[src/rtl/core/rmq_pkg.sv]
package rmq_pkg;

  localparam int WORD_BITS = 32;
  localparam int FRAC_BITS = 30;

  // Width of the unnormalized vector, wide enough for three entries plus one.
  localparam int VW = WORD_BITS + 3;
  // Block scaling brings every magnitude below 2^LIM.
  localparam int LIM = (62 - FRAC_BITS < 31) ? (62 - FRAC_BITS) : 31;
  localparam int KMAX = (VW > LIM) ? (VW - LIM) : 0;
  localparam int KW = $clog2(KMAX + 2);
  localparam int PW = 2 * LIM;
  localparam int SW = 2 * LIM + 2;
  localparam int NW = LIM + 1;
  localparam int DW = LIM + FRAC_BITS + 1;
  localparam int QW = FRAC_BITS + 1;
  localparam int FQ_DEPTH = 4;
  localparam int FQ_AW = $clog2(FQ_DEPTH);

  localparam logic signed [VW-1:0] ONE_V = VW'(1) << FRAC_BITS;
  localparam logic [WORD_BITS-1:0] ONE_W = WORD_BITS'(1) << FRAC_BITS;

  typedef struct packed {
    logic              degen;
    logic [3:0][VW-1:0] v;
  } fr_t;

  typedef struct packed {
    logic                valid;
    logic                degen;
    logic [3:0]          neg;
    logic [3:0][LIM-1:0] mag;
  } pl_t;

  typedef struct packed {
    logic       valid;
    logic       degen;
    logic [3:0] neg;
  } dl_t;

endpackage

[src/rtl/core/rmq_fifo.sv]
module rmq_fifo import rmq_pkg::*; (
  input  logic clk,
  input  logic rst,
  input  logic push,
  input  fr_t  wdata,
  output logic full,
  input  logic pop,
  output fr_t  rdata,
  output logic empty
);

  fr_t mem [FQ_DEPTH];
  logic [FQ_AW-1:0] wr_ptr;
  logic [FQ_AW-1:0] rd_ptr;
  logic [FQ_AW:0] count;

  assign full = (count == (FQ_AW+1)'(FQ_DEPTH));
  assign empty = (count == '0);
  assign rdata = mem[rd_ptr];

  always_ff @(posedge clk) begin
    if (rst) begin
      wr_ptr <= '0;
      rd_ptr <= '0;
      count <= '0;
    end else begin
      if (push) begin
        wr_ptr <= wr_ptr + 1'b1;
      end
      if (pop) begin
        rd_ptr <= rd_ptr + 1'b1;
      end
      if (push && !pop) begin
        count <= count + 1'b1;
      end else if (pop && !push) begin
        count <= count - 1'b1;
      end
    end
    if (push) begin
      mem[wr_ptr] <= wdata;
    end
  end

endmodule

[config.mk]
export PLATFORM = sky130hd
export DESIGN_NAME = rmq_fifo
export DESIGN_NICKNAME = d
export VERILOG_FILES = /design/src/rtl/core/rmq_pkg.sv /design/src/rtl/core/rmq_fifo.sv
export SDC_FILE = /design/constraint.sdc
export NUM_CORES = 1
export LEC_CHECK = 0
export BUFFER_PORTS_ARGS = -buffer_cell sky130_fd_sc_hd__buf_2
export CAP_MARGIN = 20
export CORE_ASPECT_RATIO = 1.25
export CORE_MARGIN = 10
export CORE_UTILIZATION = 29
export DETAILED_ROUTE_END_ITERATION = 7
export MAX_ROUTING_LAYER = met4
export PLACE_DENSITY = 0.52
export RECOVER_POWER = 25
export SLEW_MARGIN = 20
export SYNTH_ARGS = -nofsm -noshare
export SYNTH_HDL_FRONTEND = slang
export SYNTH_SLANG_ARGS = --single-unit
[constraint.sdc]
create_clock -name clk -period 4.8 [get_ports clk]
set_input_delay 0.24 -clock clk [delete_from_list [all_inputs] [get_ports clk]]
set_output_delay 0.24 -clock clk [all_outputs]
set_load 0.05 [all_outputs]
==> results.json, run 1 <==
{
  "netlist_instances": 781,
  "slowest_delay_ns": 0.94,
  "start_util_pct": 29.33,
  "start_kind": "register",
  "final_util_pct": 37.33,
  "cts_tree": "yes",
  "synth.distinct_cells": 21,
  "insertion_delay_ns": 0.60,
  "core_area_sq_um": 70780,
  "cts-buffers-inserted": 56,
  "drive_above_1_share_pct": 33.98,
  "ctsLongestPathBuffers": 3,
  "worstHoldPathType": "in2reg",
  "cts.clk_slew.worst_paths_ns": 0.06,
  "fin_skew_ns": 0.01645,
  "end_kind": "primary output",
  "timing.fmax_ghz": 0.3259,
  "status": "finished clean",
  "hpwlAfterDp_mm": 28.19,
  "port-buffer-count": 287,
  "post_dp_cell_area_sq_um": 23360,
  "crit_family": "flip-flops",
  "syn_to_final_growth_pct": 27.28,
  "synth-edff-count": 564,
  "tightest_slew_ns": 1.026,
  "slew_headroom_pct": 31.57,
  "drc": 0,
  "die_h_microns": 319.1,
  "power.leakage_uw": 0.008597,
  "min_period_over_period_pct": 63.93,
  "drtIter0Drc": 564,
  "drt-total-wl_mm": 46.57,
  "syn_nets": 932,
  "globalRouteTotalUtil_pct": 11.52,
  "fin_area_sq_um": 26420,
  "critPathRequiredTime_ns": 4.56,
  "overflow": 0,
  "rows": 109,
  "place_congestion": 0.6831,
  "drv_cap": 0,
  "clkSinkCount": 573,
  "seq_area_frac_synth_pct": 82.46,
  "reg2regPathDepth": 4,
  "cp_num_cells": 3,
  "tns_ns": 0,
  "grt_max_degree": 78,
  "vias_per_cell": 4.380,
  "io_pins": 288,
  "setup_violations": 0,
  "design.die.area_sq_um": 82750,
  "grt_pass1_wl_mm": 70.93,
  "drtPass1Iterations": 6,
  "ys_seq_elements": 573,
  "via_count": 9816,
  "h-tree-depth": 2,
  "slowest_stage": "dfxtp_4",
  "syn_area_per_cell_sq_um": 26.58,
  "synth_area_sq_um": 20760,
  "p_per_area_nw_per_um2": 440.8,
  "ant_nets": 0,
  "min_to": "mem[2][3]",
  "rsz0062_at_grt": "no",
  "die_w_microns": 259.3,
  "critPathBufInv": 2,
  "ir_worst_vdd_mv": 0.3361,
  "num-nets-final": 1403,
  "final-max-slew-violation-count": 0,
  "rr_startpoint": "wr_ptr[0]",
  "path_class": "reg2out",
  "avgRoutedWirePerCell_microns": 20.78,
  "post-cts-setup-buffers": 0,
  "ys.flop_type": "edfxtp_1",
  "finalPower_uw": 11650,
  "antenna_found_initial": 3,
  "grt_pass1_vias": 11050,
  "cp_max_fo": 45,
  "synth-async-reset-ratio_pct": 0,
  "min_from": "wdata[3]",
  "r2r-end": "mem[0][125]",
  "finalHoldViolations": 0,
  "arrival_ns": 2.83,
  "clock_tree.root_cell": "clkbuf_16",
  "worstPathCellList": "buf_12 > mux4_2 > buf_2",
  "r2r_slack_ns": 2.50,
  "yosysWarnings": 0,
  "hold_depth": 2,
  "final.min_clock_period_ns": 3.069
}
[layout by cell type (no fill, tap or decap), drive strengths merged]
cell type,synthesis,layout
mux2i,2,2
diode,0,3
nor3,1,1
clkinvlp,0,1
dfxtp,9,9
xor2,3,3
nor3b,1,1
fa,1,1
buf,26,218
ha,5,5
edfxtp,564,564
o21ai,1,1
or3,1,1
mux4,141,141
clkinv,0,24
a21oi,1,1
nor2,7,7
nand2,1,1
inv,4,4
xnor2,2,2
bufinv,0,2
and2,4,4
dlygate4sd3,0,145
clkbuf,7,157
[flip-flops by register name (all words and copies together) (netlist names), named ones only]
register / flops
wr_ptr: 2
count: 3
mem: 564
rd_ptr: 2
[Yosys cell counts, types with 2 or more instances]
cell type / n / area [sq um]
ha_1: 5 / 62.56
xnor2_1: 2 / 17.52
xor2_1: 3 / 26.28
edfxtp_1: 564 / 16940
inv_1: 4 / 15.01
and2_1: 4 / 25.02
mux4_2: 141 / 3176
buf_6: 10 / 112.6
dfxtp_1: 9 / 180.2
mux2i_1: 2 / 20.02
clkbuf_1: 6 / 22.52
nor2_1: 7 / 26.28
buf_2: 16 / 80.08
[worst max path at each step]
| stage | start | to | slack [ns] |
|---|---|---|---|
| floorplan | wr_ptr[0] | mem[0][0] | 0.51 |
| global placement | register | rdata[57] | 2.19 |
| detailed placement | register | rdata[57] | 2.19 |
| CTS | register | rdata[57] | 1.53 |
| global route | register | rdata[115] | 1.44 |
| finish | register | rdata[97] | 1.73 |
[worst reg2reg max path, stage by stage (launching register included)]
cell and delay [ns]:
dfxtp_1 0.35, inv_1 0.09, ha_1 0.14, and2_4 0.79, buf_4 0.56
[report_power, final]
part	leakage, uW	total, uW	internal [uW]	switching [uW]
clock	0.000836	4100	2310	1790
combinational	0.00251	1710	538	1170
sequential	0.00526	5840	5750	84.8
[timing repair]
action | in CTS | in global routing
hold buffers | 145 | 0
resized for setup | 0 | 0
hold endpoints to repair | 573 | 0
[stage by stage]
stage               setup WS [ns]  instances  hold slack (ns)
detailed placement          2.190       1992           0.4582
finish                      1.731       2241           0.4152
CTS                         1.526       2238           0.3385
floorplan                  0.5122        781           0.3389
global placement            2.193       1992           0.4514
global route                1.444       2241           0.4082
[cells by family (layout without fill, tap and decap cells)]
family | after synthesis | count (layout) | synth area share, %
buf+inv | 37 | 551 | 1.133
compound gates | 2 | 2 | 0.04818
fa+ha+maj | 6 | 6 | 0.3978
mux | 143 | 143 | 15.39
simple gates | 15 | 15 | 0.3556
other cells | 0 | 3 | 0
flops | 573 | 573 | 82.46
xor+xnor | 5 | 5 | 0.2110
[area by class of cell]
| cell class | count | area, sq um |
|---|---|---|
| Fill cell | 6496 | 44360 |
| Tap cell | 943 | 1180 |
| Inverter | 4 | 15.01 |
| Multi-Input combinational cell | 171 | 3416 |
| Antenna cell | 3 | 7.507 |
| Clock buffer | 74 | 1511 |
| Clock inverter | 27 | 190.2 |
| Timing Repair Buffer | 446 | 2977 |
| Sequential cell | 573 | 17120 |
[routing by layer]
metal	share of wire, %	wire, microns	track usage (%)	up-vias
li1	-	-	-	4318
met3	5.5	2572	2.876	65
met1	41	19240	13.69	5187
met5	0	0	-	-
met2	51	23790	19.25	246
met4	2.1	964	3.057	0
(Power assumes the default switching activity.)
==> run 2, diff against run 1 <==
Settings changed: ABC_AREA from default to 1.
Clock period 4.8 ns to 2.9 ns, I/O delays scaled along.
==> run 2 against run 1 <==
- power grew 67%
- utilization up 0.33 points
- combinational power increased by 62%
- design area grew 3.0%
- global-route usage up 1.9 points
- sequential power rose by 64%
- wire length grew 23%
- worst setup slack worse by 1.4 ns
- synthesized cell count rose by 82%
- final cell count rose by 28%
- area after synthesis is 2.3% higher
- critical path type unchanged
- largest cell class unchanged
- highest routed layer unchanged
==> results.json, run 2 <==
{
  "tightest_slew_ns": 0.8887,
  "p_per_area_nw_per_um2": 713.3,
  "start_kind": "register",
  "ir_worst_vdd_mv": 0.5173,
  "drtPass1Iterations": 5,
  "ant_nets": 0,
  "grt_pass1_wl_mm": 84.70,
  "drc": 0,
  "slew_headroom_pct": 40.63,
  "syn_to_final_growth_pct": 28.19,
  "critPathRequiredTime_ns": 2.76,
  "drive_above_1_share_pct": 18.48,
  "die_w_microns": 262.0,
  "overflow": 0,
  "fin_cells": 2865,
  "netlist_instances": 1421,
  "place_congestion": 0.7196,
  "cp_max_fo": 76,
  "final_common_cell": "edfxtp_1",
  "drv_cap": 0,
  "slowest_stage": "dfxtp_4",
  "finalWorstSetupSlack_ns": 0.3621,
  "drt-total-wl_mm": 57.09,
  "cts.clk_slew.worst_paths_ns": 0.06,
  "vias_per_cell": 4.684,
  "finalPower_uw": 19410,
  "synth_area_leaders": "edfxtp_1 (80%), o21ai_0 (6.7%), nor2_1 (5.1%)",
  "ctsResizeCount": 0,
  "synth-async-reset-ratio_pct": 0,
  "top_regs": "mem x564, count x3",
  "pre_cts_ws_ns": 0.6592,
  "final_cell_mix": "edfxtp_1 (564), nor2_1 (288), o21ai_0 (283), buf_2 (204), dlygate4sd3_1 (144)",
  "worstHoldPathType": "in2reg",
  "syn_nets": 1572,
  "arrival_ns": 2.39,
  "top_register": "mem",
  "core_area_sq_um": 72260,
  "port-buffer-count": 287,
  "critPathBufInv": 3,
  "final.min_clock_period_ns": 2.538,
  "dp_cells": 2614,
  "final_util_pct": 37.66,
  "design.die.area_sq_um": 84480,
  "grt_max_degree": 127,
  "slowest_delay_ns": 0.50,
  "num-nets-final": 2017,
  "fin_skew_ns": 0.006998,
  "end_kind": "primary output",
  "ys_seq_elements": 573,
  "seq_area_frac_synth_pct": 80.64,
  "worstPathCellList": "inv_4 > buf_12 > o21ai_0 > o22ai_1 > buf_2",
  "synth.most_common_cell": "edfxtp_1",
  "synth.top_cell.area_share_pct": 79.79,
  "finalHoldViolations": 0,
  "hpwlAfterDp_mm": 34.30,
  "min_period_over_period_pct": 87.51,
  "synth.distinct_cells": 21,
  "grt_pass1_vias": 13830,
  "rows": 110,
  "timing.fmax_ghz": 0.3940,
  "drtIter0Drc": 867,
  "die_h_microns": 322.5,
  "cts_tree": "yes",
  "largest_reg_flops": 564,
  "path_class": "reg2out",
  "h-tree-depth": 2,
  "avgRoutedWirePerCell_microns": 19.92,
  "ctsLongestPathBuffers": 3,
  "final-max-slew-violation-count": 0,
  "setup_violations": 0,
  "yosysWarnings": 0,
  "syn_area_per_cell_sq_um": 14.94,
  "io_pins": 288,
  "start_util_pct": 29.38,
  "rsz0062_at_grt": "no",
  "globalRouteTotalUtil_pct": 13.41,
  "status": "finished clean",
  "synth-edff-count": 564,
  "synth_area_sq_um": 21230,
  "cts-buffers-inserted": 57,
  "synth.top_cells.by_count": "edfxtp_1 (564), nor2_1 (288), o21ai_0 (283)",
  "clkSinkCount": 573,
  "clock_tree.root_cell": "clkbuf_16",
  "synth_top_cell_by_area": "edfxtp_1",
  "power.leakage_uw": 0.009222,
  "via_count": 13420,
  "crit_family": "buffers and inverters",
  "tns_ns": 0,
  "ys.flop_type": "edfxtp_1",
  "insertion_delay_ns": 0.59,
  "antenna_found_initial": 4
}
==> run 2: changes by cell type after synthesis, moves of 8 or more <==
| cell | delta |
|---|---|
| o21ai_0 | +282 |
| nor2_1 | +281 |
| mux4_2 | -141 |
| o22ai_1 | +141 |
| buf_4 | +20 |
| clkbuf_1 | +19 |
| buf_2 | +18 |
| clkbuf_2 | +11 |
| inv_1 | +11 |
| buf_6 | -9 |
| nand2_1 | +8 |
==> run 2: area by class of cell <==
cell class	count	area [sq um]
inverter	17	88.84
fill	6880	45050
tap	952	1191
clock buffer	70	1518
timing repair buffer	478	3427
antenna	3	7.507
sequential	573	17130
clock inverter	33	274.0
multi-input combinational	739	3578
==> run 2: timing repair <==
item                                    CTS  global route
endpoints found under the hold margin   573             0
buffers inserted                          0             1
hold buffers                            144             0
endpoints found under the setup margin    0             1
==> run 2: final timing paths <==
kind                            startpoint         end  slack (ns)  depth (start not counted)
worst max-delay path              register   rdata[74]        0.36                          5
worst min-delay path                   rst    count[0]        0.28                          3
worst max register to register   wr_ptr[0]  mem[0][58]        0.76                          5
worst min register to register   rd_ptr[1]    register        0.44                          1
==> run 2: cell families after synthesis <==
group / after synthesis / synth area share (%)
DFF: 573 / 80.64
AOI/OAI and AO/OA: 431 / 10.99
and+or+nand+nor: 301 / 5.352
buffers and inverters: 109 / 2.588
adders and majority gates: 6 / 0.3890
xor gates and xnor gates: 1 / 0.04127
==> run 2: power by group <==
group          switching, uW  leakage (uW)  internal [uW]
Clock                   3020      0.000883           4060
Sequential              90.9       0.00526           9470
Combinational           2070       0.00308            705
Total                   5180       0.00922          14200
==> run 2: through the flow <==
stage / instance area [sq um] / hold slack (ns)
global placement: 24050 / 0.3283
detailed placement: 24050 / 0.3411
CTS: 27290 / 0.2342
floorplan: 21260 / 0.2174
global route: 27210 / 0.2686
finish: 27210 / 0.2759
==> run 2: layer usage <==
metal  global-route usage, %  vias to the layer above  routed length, microns
li1                        -                     6278                       -
met1                   15.96                     6742                   23790
met2                   22.74                      319                   28960
met3                   2.610                       80                    3035
met4                   3.886                        0                    1306
met5                       -                        -                       0
==> run 2: worst register-to-register path: cells and delay by family (launching register included) <==
kind                       cells  cell delay (ns)
buffers and inverters          3             1.28
DFF                            1             0.36
adders and majority gates      1             0.18
and+or+nand+nor                1             0.07
