`config.mk`:
```
export PLATFORM = sky130hd
export DESIGN_NAME = rmq_front
export DESIGN_NICKNAME = d
export VERILOG_FILES = /design/src/rtl/core/rmq_pkg.sv /design/src/rtl/core/rmq_front.sv
export SDC_FILE = /design/constraint.sdc
export NUM_CORES = 1
export LEC_CHECK = 0
export ABC_AREA = 1
export BUFFER_PORTS_ARGS = -buffer_cell sky130_fd_sc_hd__buf_2
export CAP_MARGIN = 20
export CORE_AREA = 2 2 322 293
export CTS_BUF_LIST = sky130_fd_sc_hd__clkbuf_8 sky130_fd_sc_hd__clkbuf_16
export DETAILED_ROUTE_END_ITERATION = 8
export DIE_AREA = 0 0 324 295
export GPL_ROUTABILITY_DRIVEN = 0
export PLACE_DENSITY_LB_ADDON = 0.1
export SYNTH_ARGS = -nofsm -noshare
export SYNTH_HDL_FRONTEND = slang
export SYNTH_SLANG_ARGS = --single-unit
```
`constraint.sdc`:
```
create_clock -name clk -period 19.3 [get_ports clk]
set_input_delay 0.965 -clock clk [delete_from_list [all_inputs] [get_ports clk]]
set_output_delay 0.965 -clock clk [all_outputs]
set_load 0.005 [all_outputs]
```
`src/rtl/core/rmq_pkg.sv`:
```
package rmq_pkg;

  localparam int WORD_BITS = 32;
  localparam int FRAC_BITS = 30;

  // Width of the unnormalized vector, wide enough for three entries plus one.
  localparam int VW = WORD_BITS + 3;
  // Block scaling brings every magnitude below 2^LIM.
  localparam int LIM = (62 - FRAC_BITS < 31) ? (62 - FRAC_BITS) : 31;
  localparam int KMAX = (VW > LIM) ? (VW - LIM) : 0;
  localparam int KW = $clog2(KMAX + 2);
  localparam int PW = 2 * LIM;
  localparam int SW = 2 * LIM + 2;
  localparam int NW = LIM + 1;
  localparam int DW = LIM + FRAC_BITS + 1;
  localparam int QW = FRAC_BITS + 1;
  localparam int FQ_DEPTH = 4;
  localparam int FQ_AW = $clog2(FQ_DEPTH);

  localparam logic signed [VW-1:0] ONE_V = VW'(1) << FRAC_BITS;
  localparam logic [WORD_BITS-1:0] ONE_W = WORD_BITS'(1) << FRAC_BITS;

  typedef struct packed {
    logic              degen;
    logic [3:0][VW-1:0] v;
  } fr_t;

  typedef struct packed {
    logic                valid;
    logic                degen;
    logic [3:0]          neg;
    logic [3:0][LIM-1:0] mag;
  } pl_t;

  typedef struct packed {
    logic       valid;
    logic       degen;
    logic [3:0] neg;
  } dl_t;

endpackage

```
`src/rtl/core/rmq_front.sv`:
```
module rmq_front import rmq_pkg::*; (
  input  logic                   clk,
  input  logic                   rst,
  input  logic                   s_axis_tvalid,
  output logic                   s_axis_tready,
  input  logic [9*WORD_BITS-1:0] s_axis_tdata, // m00 m01 m02 m10 m11 m12 m20 m21 m22
  output fr_t                    fr,
  output logic                   fr_valid,
  input  logic                   fr_take
);

  logic signed [VW-1:0] a [9];
  logic signed [VW-1:0] tr;
  logic signed [VW-1:0] r;
  fr_t fr_next;

  always_comb begin
    for (int i = 0; i < 9; i++) begin
      a[i] = VW'($signed(s_axis_tdata[i*WORD_BITS +: WORD_BITS]));
    end
    tr = a[0] + a[4] + a[8];
    r = ONE_V;
    fr_next.degen = 1'b0;
    if (tr > 0) begin
      fr_next.v[0] = ONE_V + tr;
      fr_next.v[1] = a[7] - a[5];
      fr_next.v[2] = a[2] - a[6];
      fr_next.v[3] = a[3] - a[1];
    end else if (a[0] > a[4] && a[0] > a[8]) begin
      r = ONE_V + a[0] - a[4] - a[8];
      fr_next.v[0] = a[7] - a[5];
      fr_next.v[1] = r;
      fr_next.v[2] = a[1] + a[3];
      fr_next.v[3] = a[2] + a[6];
    end else if (a[4] > a[8]) begin
      r = ONE_V + a[4] - a[0] - a[8];
      fr_next.v[0] = a[2] - a[6];
      fr_next.v[1] = a[1] + a[3];
      fr_next.v[2] = r;
      fr_next.v[3] = a[5] + a[7];
    end else begin
      r = ONE_V + a[8] - a[0] - a[4];
      fr_next.v[0] = a[3] - a[1];
      fr_next.v[1] = a[2] + a[6];
      fr_next.v[2] = a[5] + a[7];
      fr_next.v[3] = r;
    end
    // A diagonal branch whose radicand is not positive has no real root.
    if (r <= 0) begin
      fr_next.degen = 1'b1;
    end
  end

  assign s_axis_tready = !fr_valid || fr_take;

  always_ff @(posedge clk) begin
    if (rst) begin
      fr_valid <= 1'b0;
    end else if (s_axis_tready) begin
      fr_valid <= s_axis_tvalid;
    end
    if (s_axis_tvalid && s_axis_tready) begin
      fr <= fr_next;
    end
  end

endmodule

```
==> results of run 1 <==
[cells by family (layout without fill, tap and decap cells)]
kind of cell               after synthesis  in the layout
xor gates and xnor gates               267            267
and+or+nand+nor                       2459           2459
buffers and inverters                 1017           1326
DFF                                    142            142
other                                    0              4
AOI/OAI and AO/OA                      989            989
adders and majority gates              738            738
[power by group]
part           internal, mW  switching, mW  total (mW)
clock network         0.196          0.176       0.372
logic                 0.734           1.77        2.50
registers             0.476         0.0624       0.538
[placed cells by master (no fill, tap or decap), drive strengths merged, types with 68 or more instances in the layout]
master / n
xor2: 223
nand3: 277
buf: 447
a21oi: 444
o21ai: 311
nand2: 1458
nor2: 495
ha: 594
o21bai: 69
fa: 144
edfxtp: 141
nor3: 68
nand3b: 73
inv: 852
[cell type report]
type	count	share of cell area
multi-input combinational	4453	0.7048
timing repair buffer	448	0.05736
antenna	4	0.0002479
clock inverter	14	0.004400
sequential	142	0.1054
clock buffer	17	0.01054
tap	1242	0.03849
inverter	847	0.07880
[registers in the layout, summed over array words and instances (netlist names)]
signal and cells:
fr_valid 1, fr 141
[routing by layer]
metal  up-vias  share of wire  global-route usage
met5         -        0.00033                   0
met4         8          0.038              0.1054
met3       288           0.12             0.07617
met2      2161           0.42              0.5003
met1     18240           0.43              0.4704
li1      18600              -                   -
[worst max path at each step]
stage | start | endpoint | slack, ps | cells after the start
after global routing | s_axis_tdata[5] | fr[88] | 12180 | 24
after global placement | s_axis_tdata[4] | fr[70] | 12360 | 24
after CTS | s_axis_tdata[5] | fr[39] | 12710 | 24
after floorplan | s_axis_tvalid | fr[0] | 10820 | 2
final | s_axis_tdata[5] | fr[125] | 12500 | 24
after detailed placement | s_axis_tdata[5] | fr[3] | 12230 | 24
[worst max-delay path: stages]
cell	delay, ps
sky130_fd_sc_hd__buf_2	160
sky130_fd_sc_hd__inv_1	130
sky130_fd_sc_hd__fa_1	610
sky130_fd_sc_hd__inv_1	110
sky130_fd_sc_hd__ha_1	330
sky130_fd_sc_hd__nand2_1	190
sky130_fd_sc_hd__inv_1	100
sky130_fd_sc_hd__a21oi_4	210
sky130_fd_sc_hd__o21ai_2	110
sky130_fd_sc_hd__a21oi_1	260
sky130_fd_sc_hd__nand3b_1	240
sky130_fd_sc_hd__nand2_1	110
sky130_fd_sc_hd__nand3_1	80
sky130_fd_sc_hd__nand2_1	60
sky130_fd_sc_hd__xor2_1	180
sky130_fd_sc_hd__inv_1	100
sky130_fd_sc_hd__ha_1	140
sky130_fd_sc_hd__nand3_1	110
sky130_fd_sc_hd__nor2_2	190
sky130_fd_sc_hd__nand4_4	630
sky130_fd_sc_hd__nand2_4	770
sky130_fd_sc_hd__buf_4	890
sky130_fd_sc_hd__nand2_1	140
sky130_fd_sc_hd__nand2_1	110
==> summary by stage, run 1 <==
GRT
The number of antenna violations at the first check in global routing is 13. For this run, the total global-route usage over all layers was measured as 0.3333. The first global-routing pass estimated 236,000 um of wire. Global routing finished with a remaining overflow of 0. Entering global routing, the biggest net connects 142 pins. The number of global-route vias before repair is 36,690.

Clock network
The clock-pin slew of the registers on the worst-case setup and hold paths is 70 ps. For this design, the CTS-stage hold fixing added 0 buffers. The clock latency at the later pin of the worst-skew pair is 470 ps. In this run, CTS created clock tree buffers numbering 17. Once the clock tree was built, the resizer swapped 0 gates to a different size. The number of buffers added for setup after CTS is 0. TritonCTS built the clock tree. The H-tree generated during clock tree synthesis spans 4 levels.

The root buffer cell chosen for the clock tree is sky130_fd_sc_hd__clkbuf_16. The clock sink total is 142. The maximum clock insertion buffer count is 2.

STA
The final number of setup-violating endpoints is 0. The post-layout minimum cycle time is 6799 ps. For the pin with the worst max-slew slack, the measured transition is 1222 ps. Headroom to the max-slew limit came out at 0.1857. The maximum achievable frequency is 0.1471 GHz. On the final layout, the worst hold slack is 547.2 ps. The number of max-slew violations in the final report is 0. The total negative slack is 0 ps.

Setup repair after global routing left no endpoint under its margin. The hold violation total from the final report is 0. Dividing the final minimum period by the clock period gives 0.3523. For the final database, setup skew stands at 11.00 ps. The minimum setup slack in the final design is 12,500 ps.

Pwr
The post-layout total power is 3.412 mW. The worst-case vdd ir drop is 0.05202 mV. The static power due to leakage is 21.48 nW.

The power per unit of standard cell area is 84.50 nW/um2.

Placed design
The total of buffers placed on input and output ports is 434. The total cell area at the placement stage is 39,720 um2. The half-perimeter wire length of the detailed placement result is 141,200 um.

In this run, placement finished with an instance count of 7,130. Prior to clock tree synthesis, the placed netlist has a worst setup slack of 12,230 ps.

Yosys
The most used flip-flop cell after synthesis is sky130_fd_sc_hd__edfxtp_1. The proportion of netlist area held by the largest area contributor is 0.2030. The commonest cells after synthesis are sky130_fd_sc_hd__nand2_1 (1,455), sky130_fd_sc_hd__inv_1 (839), sky130_fd_sc_hd__ha_1 (594). The synthesized design contains 142 register bits.

Of the total synthesized cell area, the portion taken by AND, OR, NAND and NOR gates is 0.2784. The number of different library cells used by synthesis comes to 59. When the netlist entered floorplanning its net count stood at 6,642. After synthesis, the share of cell area in mux cells is 0.

Of the synthesized area, sequential elements account for 0.1162. The number of enable-type register cells in the synthesized netlist is 141. After synthesis, the share of flip-flops with an asynchronous set or reset is 0. The largest family of logic cells by synthesized area is adder cells. Of the total synthesized cell area, the portion taken by full adders, half adders and majority gates is 0.2817.

In the post-synthesis netlist, the cell with the most instances is sky130_fd_sc_hd__nand2_1. The average cell area after synthesis is 6.524 um2. During synthesis, Yosys emitted a total of 0 warnings. The xor/xnor cell area share of the yosys netlist is 0.06387. The synthesized-area fraction occupied by ao, oa, aoi and oai cells is 0.1517. Summed over all instances, the cell type with the most area after synthesis is sky130_fd_sc_hd__ha_1. Ranked by total cell area, the synthesized netlist is headed by sky130_fd_sc_hd__ha_1 (20%), sky130_fd_sc_hd__nand2_1 (15%), sky130_fd_sc_hd__edfxtp_1 (12%), sky130_fd_sc_hd__inv_1 (8.6%), sky130_fd_sc_hd__fa_1 (7.9%). The mapped netlist covers 36,610 um2. The gate count after technology mapping is 5,612.

Drt
The starting DRC count in detailed routing is 4,836. The wire length reported by the detailed router is 164,500 um. The final routed wire length divided by cell count is 22.95 um. The residual antenna-violating net count after detailed routing is 0. The count of unresolved DRC violations after routing is 0. For this run, the detailed router's first-pass iteration total came to 8.

Across all layers, the routed design uses 39,300 vias. Dividing the detail-routed via count by the number of cells gives 5.483.

Cells and area
From synthesis to final layout, the design area changed by 10.28%. The final layout net count is 6,939. For this run, the number of standard cells in the final layout without fillers is 7,167. Summing all multi-input logic gate instances after layout gives 28,460 um2. The final standard cell area without fillers is 40,380 um2. In the final layout, flip-flops and latches occupy 4254 um2. The layout has 10,080 filler cells. Of the cells placed in the final design, the portion with a size suffix greater than 1 is 0.08681. The fraction of the core area covered by cells at the end of the flow is 0.4381.

Worst setup path
The endpoint required time on the critical path is 19,630 ps. The logic depth of the worst register-to-register path is 2. Setup slack on the worst reg-to-reg path comes out at 17,620 ps.

The startpoint of the lowest-slack register-to-register path is fr_valid. The worst setup path is captured at a flip-flop. The sort of element at the start of the critical path is a primary input. The path type of the worst setup path is in2reg. The endpoint of the lowest-slack register-to-register path is fr[48].

Data arrives at the worst endpoint at 7130 ps. Of all nets on the critical path, the largest fanout is 83.

Hold path
In this run the most critical hold path is launched from fr_valid. The worst hold endpoint is fr_valid. The hold path depth is 2. The min-delay analysis places its worst path in the category reg2reg.

Status
The flow ran to the end, and the final reports show no timing, DRC or antenna violations.

Floorplanning
After floorplanning, the core was sized to cover 92,180 um2. The initial standard-cell utilization of the core is 0.3972. The die height is 295 um. The initialized floorplan defines 106 standard-cell rows. The floorplan step set the die width to 324 um.

The die covers 95,580 um2. The I/O pin count is 435.

Run
The max-cap check violation count is 0.
Power figures use the tool's default switching activity.
==> inputs of run 2 (changes only) <==
- ABC_AREA: 1 -> 0
- CORE_AREA: 2 2 322 293 -> 2 2 306 277
- DIE_AREA: 0 0 324 295 -> 0 0 308 279
- clock period: 19.3 -> 5.65 ns (I/O delays scaled with it)
==> run 2 against run 1 <==
Effect of this change: the flow now finishes with violations (setup timing); final area rose by 0.45%; sequential power grew to 3.4 times the previous value; area after synthesis fell by 10%; core utilization is 5.3 points higher; first-iteration DRC count shrank 33%.
==> summary by stage, run 2 <==
Status
The checks that failed: setup timing. Result of the run: finished, violations left (was complete, no violations).

Yosys
The primary flip-flop cell chosen by synthesis mapping is sky130_fd_sc_hd__edfxtp_1 (unchanged). The post-synthesis net count was 5,162 (was 6,642). Biggest area contributors in the synthesized netlist: sky130_fd_sc_hd__ha_1 (23%), sky130_fd_sc_hd__edfxtp_1 (13%), sky130_fd_sc_hd__fa_1 (8.8%), sky130_fd_sc_hd__xnor2_1 (5.8%), sky130_fd_sc_hd__a21oi_1 (5.7%) (was sky130_fd_sc_hd__ha_1 (20%), sky130_fd_sc_hd__nand2_1 (15%), sky130_fd_sc_hd__edfxtp_1 (12%), sky130_fd_sc_hd__inv_1 (8.6%), sky130_fd_sc_hd__fa_1 (7.9%)).

The most numerous cell in the Yosys netlist is sky130_fd_sc_hd__ha_1 (was sky130_fd_sc_hd__nand2_1). The average cell area after synthesis was 7.946 um2 (was 6.524 um2). The synthesized flop and latch total is 142 (unchanged). The proportion of netlist area held by the largest area contributor is 0.2264 (was 0.2030). The gate count after technology mapping came to 4,132 (was 5,612). The netlist area before placement was 32,830 um2 (was 36,610 um2). The share of flip-flops with an asynchronous set or reset is 0 (unchanged). Top cells by count, synth: sky130_fd_sc_hd__ha_1 (594), sky130_fd_sc_hd__inv_1 (401), sky130_fd_sc_hd__nor2_1 (387) (was sky130_fd_sc_hd__nand2_1 (1,455), sky130_fd_sc_hd__inv_1 (839), sky130_fd_sc_hd__ha_1 (594)). The sequential share of the synthesized area is 0.1296 (was 0.1162). The number of enable-type register cells in the synthesized netlist is 141 (unchanged).

The post-synthesis cell type with the largest combined area is sky130_fd_sc_hd__ha_1 (unchanged). The number of warnings reported in the yosys synthesis log is 0 (unchanged). The number of distinct standard cells referenced by the synthesized netlist is 89 (was 59).

GRT
The number of global-route vias before repair came to 31,150 (was 36,690). The overflow left after global routing is 0 (unchanged). The first-pass GRT wire length is 190,200 um (was 236,000 um).

The number of antenna violations at the first check in global routing is 13 (unchanged). The maximum number of pins on one net before global-route repair is 137 (was 142). The combined global-route utilization of all metal layers is 0.2937 (was 0.3333).

STA
The worst path in the final design needs a cycle of 5843 ps, including I/O delays and setup. The final number of setup-violating endpoints is 122 (was 0). The relative max-transition margin is 0.1964 (was 0.1857). The hold violation total from the final report is 0 (unchanged). The actual transition at the worst max-transition pin is 1190 ps (was 1222 ps). The number of max-slew violations in the final report is 0 (unchanged). The worst clock skew is 8.545 ps (was 11.00 ps).

The total negative slack is -7624 ps (was 0 ps). The worst hold slack after final layout came to 71.90 ps (was 547.2 ps). RSZ-0062 raised after global routing: yes (was no). In the finished design, the share of the clock period the worst path needs comes to 1.034. The minimum setup slack in the final design is -193.2 ps (was 12,500 ps). Derived from the worst setup path, the maximum achievable clock frequency is 0.1711 GHz.

Worst setup path
The endpoint type of the worst setup path is a flip-flop (unchanged). The worst-path maximum fanout was 9 (was 83). The startpoint of the lowest-slack register-to-register path is fr_valid (unchanged). The beginning of the critical path is s_axis_tdata[15] (was s_axis_tdata[5]). The endpoint of the lowest-slack register-to-register path is fr[107] (was fr[48]). The sort of element at the start of the critical path is a primary input (unchanged). The worst endpoint data arrival time is 6040 ps (was 7130 ps). The endpoint required time on the critical path is 5840 ps (was 19,630 ps).

The logic depth of the worst register-to-register path is 3 (was 2). The path type of the worst setup path was in2reg (unchanged). The slack of the worst reg-to-reg path is 3500 ps (was 17,620 ps).

Drt
The residual antenna-violating net count after detailed routing is 0 (unchanged). The final routed wire length divided by cell count is 22.43 um (was 22.95 um). The number of vias per cell was 5.617 (was 5.483). The count of unresolved DRC violations after routing came to 0 (unchanged). The count of vias placed by the detailed router is 33,190 (was 39,300).

The starting DRC count in detailed routing is 3,235 (was 4,836). The wire length reported by the detailed router is 132,600 um (was 164,500 um). The first-pass iteration count of the detailed router is 6 (was 8).

Pwr
The cell internal power dissipation was 5.589 mW (was 1.406 mW). The power per unit of standard cell area came to 280.3 nW/um2 (was 84.50 nW/um2). The net switching power figure is 5.780 mW (was 2.006 mW).

The fraction of power consumed by sequential logic is 0.160 (was 0.158). The share of power burned in the clock network is 0.100 (was 0.109). The combinational fraction of design power is 0.740 (was 0.733). The switching part of the total power was 0.5084 (was 0.5878).

The worst-case vdd ir drop is 0.2337 mV (was 0.05202 mV). The static power due to leakage is 19.20 nW (was 21.48 nW).

Cells and area
The most common library cell in the layout ignoring fill and taps is sky130_fd_sc_hd__ha_1 (was sky130_fd_sc_hd__nand2_1). Registers with the highest flip-flop counts: fr: 141 flops, fr_valid: 1 flops (unchanged). The final layout net count was 5,851 (was 6,939). The share of cells above drive strength 1 came to 0.2114 (was 0.08681). The flip-flop count of the largest register, all copies and words added is 141 (unchanged). The register area is 4254 um2 (unchanged). The fraction of the core area covered by cells at the end of the flow is 0.4912 (was 0.4381). The register with the highest flop count was fr (unchanged). The relative area change from synthesis to final layout is 23.53% (was 10.28%). The combined area of the multi-input logic cells is 26,960 um2 (was 28,460 um2).

Commonest cells after routing, fill and taps aside: sky130_fd_sc_hd__ha_1 (586), sky130_fd_sc_hd__buf_2 (432), sky130_fd_sc_hd__inv_1 (395), sky130_fd_sc_hd__nor2_1 (374), sky130_fd_sc_hd__a21oi_1 (358) (was sky130_fd_sc_hd__nand2_1 (1,455), sky130_fd_sc_hd__inv_1 (838), sky130_fd_sc_hd__ha_1 (594), sky130_fd_sc_hd__nor2_1 (489), sky130_fd_sc_hd__a21oi_1 (441)). The number of fill cells in the layout came to 8,282 (was 10,080).

Clock network
The clock sink total is 142 (unchanged). The number of buffers created by CTS is 17 (unchanged). The clock tree root buffer cell is sky130_fd_sc_hd__clkbuf_16 (unchanged).

The clock latency at the later pin of the worst-skew pair came to 450 ps (was 470 ps). The maximum clock insertion buffer count is 2 (unchanged). The number of levels in the clock H-tree is 4 (unchanged). The clock tree from TritonCTS is yes (unchanged). The clock-pin slew of the registers on the worst-case setup and hold paths is 70 ps (about the same).

Hold path
The type of the worst min-delay path is in2reg (was reg2reg). The hold path depth came to 3 (was 2). The launch point of the worst hold path is s_axis_tvalid (was fr_valid). The worst hold endpoint is fr_valid (unchanged).

Floorplanning
The area of the core came to 82,580 um2 (was 92,180 um2). The area enclosed by the die boundary was 85,930 um2 (was 95,580 um2). The initial standard-cell utilization of the core is 0.3976 (was 0.3972).

The count of standard-cell rows came to 100 (was 106). The I/O pin count is 435 (unchanged). The die width is 308 um (was 324 um).

The die height was 279 um (was 295 um).

Run
The max-cap check violation count came to 0 (unchanged).

Placed design
The half-perimeter wire length of the detailed placement result is 111,200 um (was 141,200 um). The total of buffers placed on input and output ports came to 434 (unchanged).
-- run 2: cell count changes in the layout (fill, tap and decap cells not counted), moves of 60 or more --
cell	delta
sky130_fd_sc_hd__a21oi_1	-83
sky130_fd_sc_hd__nand2_1	-1167
sky130_fd_sc_hd__buf_4	+334
sky130_fd_sc_hd__o21ai_0	-84
sky130_fd_sc_hd__inv_1	-443
sky130_fd_sc_hd__nand3_1	-221
sky130_fd_sc_hd__nor2b_1	+67
sky130_fd_sc_hd__nand3b_1	-70
sky130_fd_sc_hd__xor2_1	-160
sky130_fd_sc_hd__nor2_1	-115
sky130_fd_sc_hd__a21o_1	+60
sky130_fd_sc_hd__xnor2_1	+173
-- run 2: power groups by stage --
stage               combinational [mW]  clock (mW)  sequential [mW]
floorplan                         4.46           0             1.68
global route                      9.04        1.18             1.81
CTS                               7.73        1.14             1.81
detailed placement                7.45           0             1.83
global placement                  7.44           0             1.84
finish                            8.41        1.14             1.82
-- run 2: layout make-up --
| class | count | share of cell area |
|---|---|---|
| Clock buffer | 17 | 0.01049 |
| Sequential cell | 142 | 0.1049 |
| Tap cell | 1071 | 0.03304 |
| Timing Repair Buffer | 843 | 0.1459 |
| Inverter | 401 | 0.03711 |
| Multi-Input combinational cell | 3416 | 0.6647 |
| Antenna cell | 4 | 0.0002468 |
| Clock inverter | 15 | 0.003640 |
-- run 2: worst max-delay path by stage --
stage | endpoint | slack [ps]
floorplan | fr[126] | 40
global placement | fr[81] | -1020
detailed placement | fr[78] | -1120
CTS | fr[66] | -220
global route | fr[101] | -390
finish | fr[101] | -190
-- run 2: stage by stage --
| step | setup slack, ps | cell area [um2] | instances | power (mW) |
|---|---|---|---|---|
| after detailed placement | -1116 | 38460 | 5816 | 9.276 |
| after global placement | -1017 | 38460 | 5816 | 9.284 |
| final | -193.2 | 40560 | 5909 | 11.37 |
| after floorplan | 42.96 | 32830 | 4132 | 6.138 |
| after global routing | -393.9 | 40560 | 5907 | 12.03 |
| after CTS | -220.2 | 39510 | 5870 | 10.68 |
-- run 2: repair_timing --
action,4_1_cts,5_1_grt
gates resized for setup,50,163
buffers inserted,16,20
pin swaps,24,32
hold buffers,1,0
setup endpoints to repair,141,141
endpoints found under the hold margin,1,0
gates cloned,5,17
-- run 2: kinds of logic after synthesis --
logic type	Yosys count	synth area share
AO/OA/AOI/OAI	1199	0.2333
flip-flops	142	0.1296
multiplexers	47	0.01467
buffers and inverters	575	0.06760
AND/OR/NAND/NOR	1150	0.1655
XOR/XNOR	281	0.07518
adder cells (fa/ha/maj)	738	0.3142
-- run 2: worst max-delay path, cell delays in order --
cell and delay (ps):
sky130_fd_sc_hd__buf_2 100, sky130_fd_sc_hd__inv_2 40, sky130_fd_sc_hd__fa_1 580, sky130_fd_sc_hd__inv_2 70, sky130_fd_sc_hd__ha_4 270, sky130_fd_sc_hd__or3b_2 440, sky130_fd_sc_hd__a22oi_1 300, sky130_fd_sc_hd__a22oi_1 130
sky130_fd_sc_hd__a32oi_1 240, sky130_fd_sc_hd__a21oi_2 80, sky130_fd_sc_hd__a21oi_1 170, sky130_fd_sc_hd__a21o_1 130, sky130_fd_sc_hd__a21oi_1 70, sky130_fd_sc_hd__xor2_1 200, sky130_fd_sc_hd__ha_2 290, sky130_fd_sc_hd__nor4b_4 220
sky130_fd_sc_hd__and3_4 220, sky130_fd_sc_hd__nand4_1 110, sky130_fd_sc_hd__nor4_2 210, sky130_fd_sc_hd__buf_4 190, sky130_fd_sc_hd__nand3_2 50, sky130_fd_sc_hd__or4_4 530, sky130_fd_sc_hd__nor4_4 170, sky130_fd_sc_hd__buf_6 160
sky130_fd_sc_hd__a21o_4 210, sky130_fd_sc_hd__buf_12 190, sky130_fd_sc_hd__mux2i_1 250, sky130_fd_sc_hd__o31ai_1 110
-- run 2: metal layers --
metal | up-vias | track usage | share of wire
li1 | 15850 | - | -
met1 | 15800 | 0.4420 | 0.47
met2 | 1400 | 0.4401 | 0.43
met3 | 130 | 0.03924 | 0.086
met4 | 8 | 0.06779 | 0.022
met5 | - | 0 | 0.00043
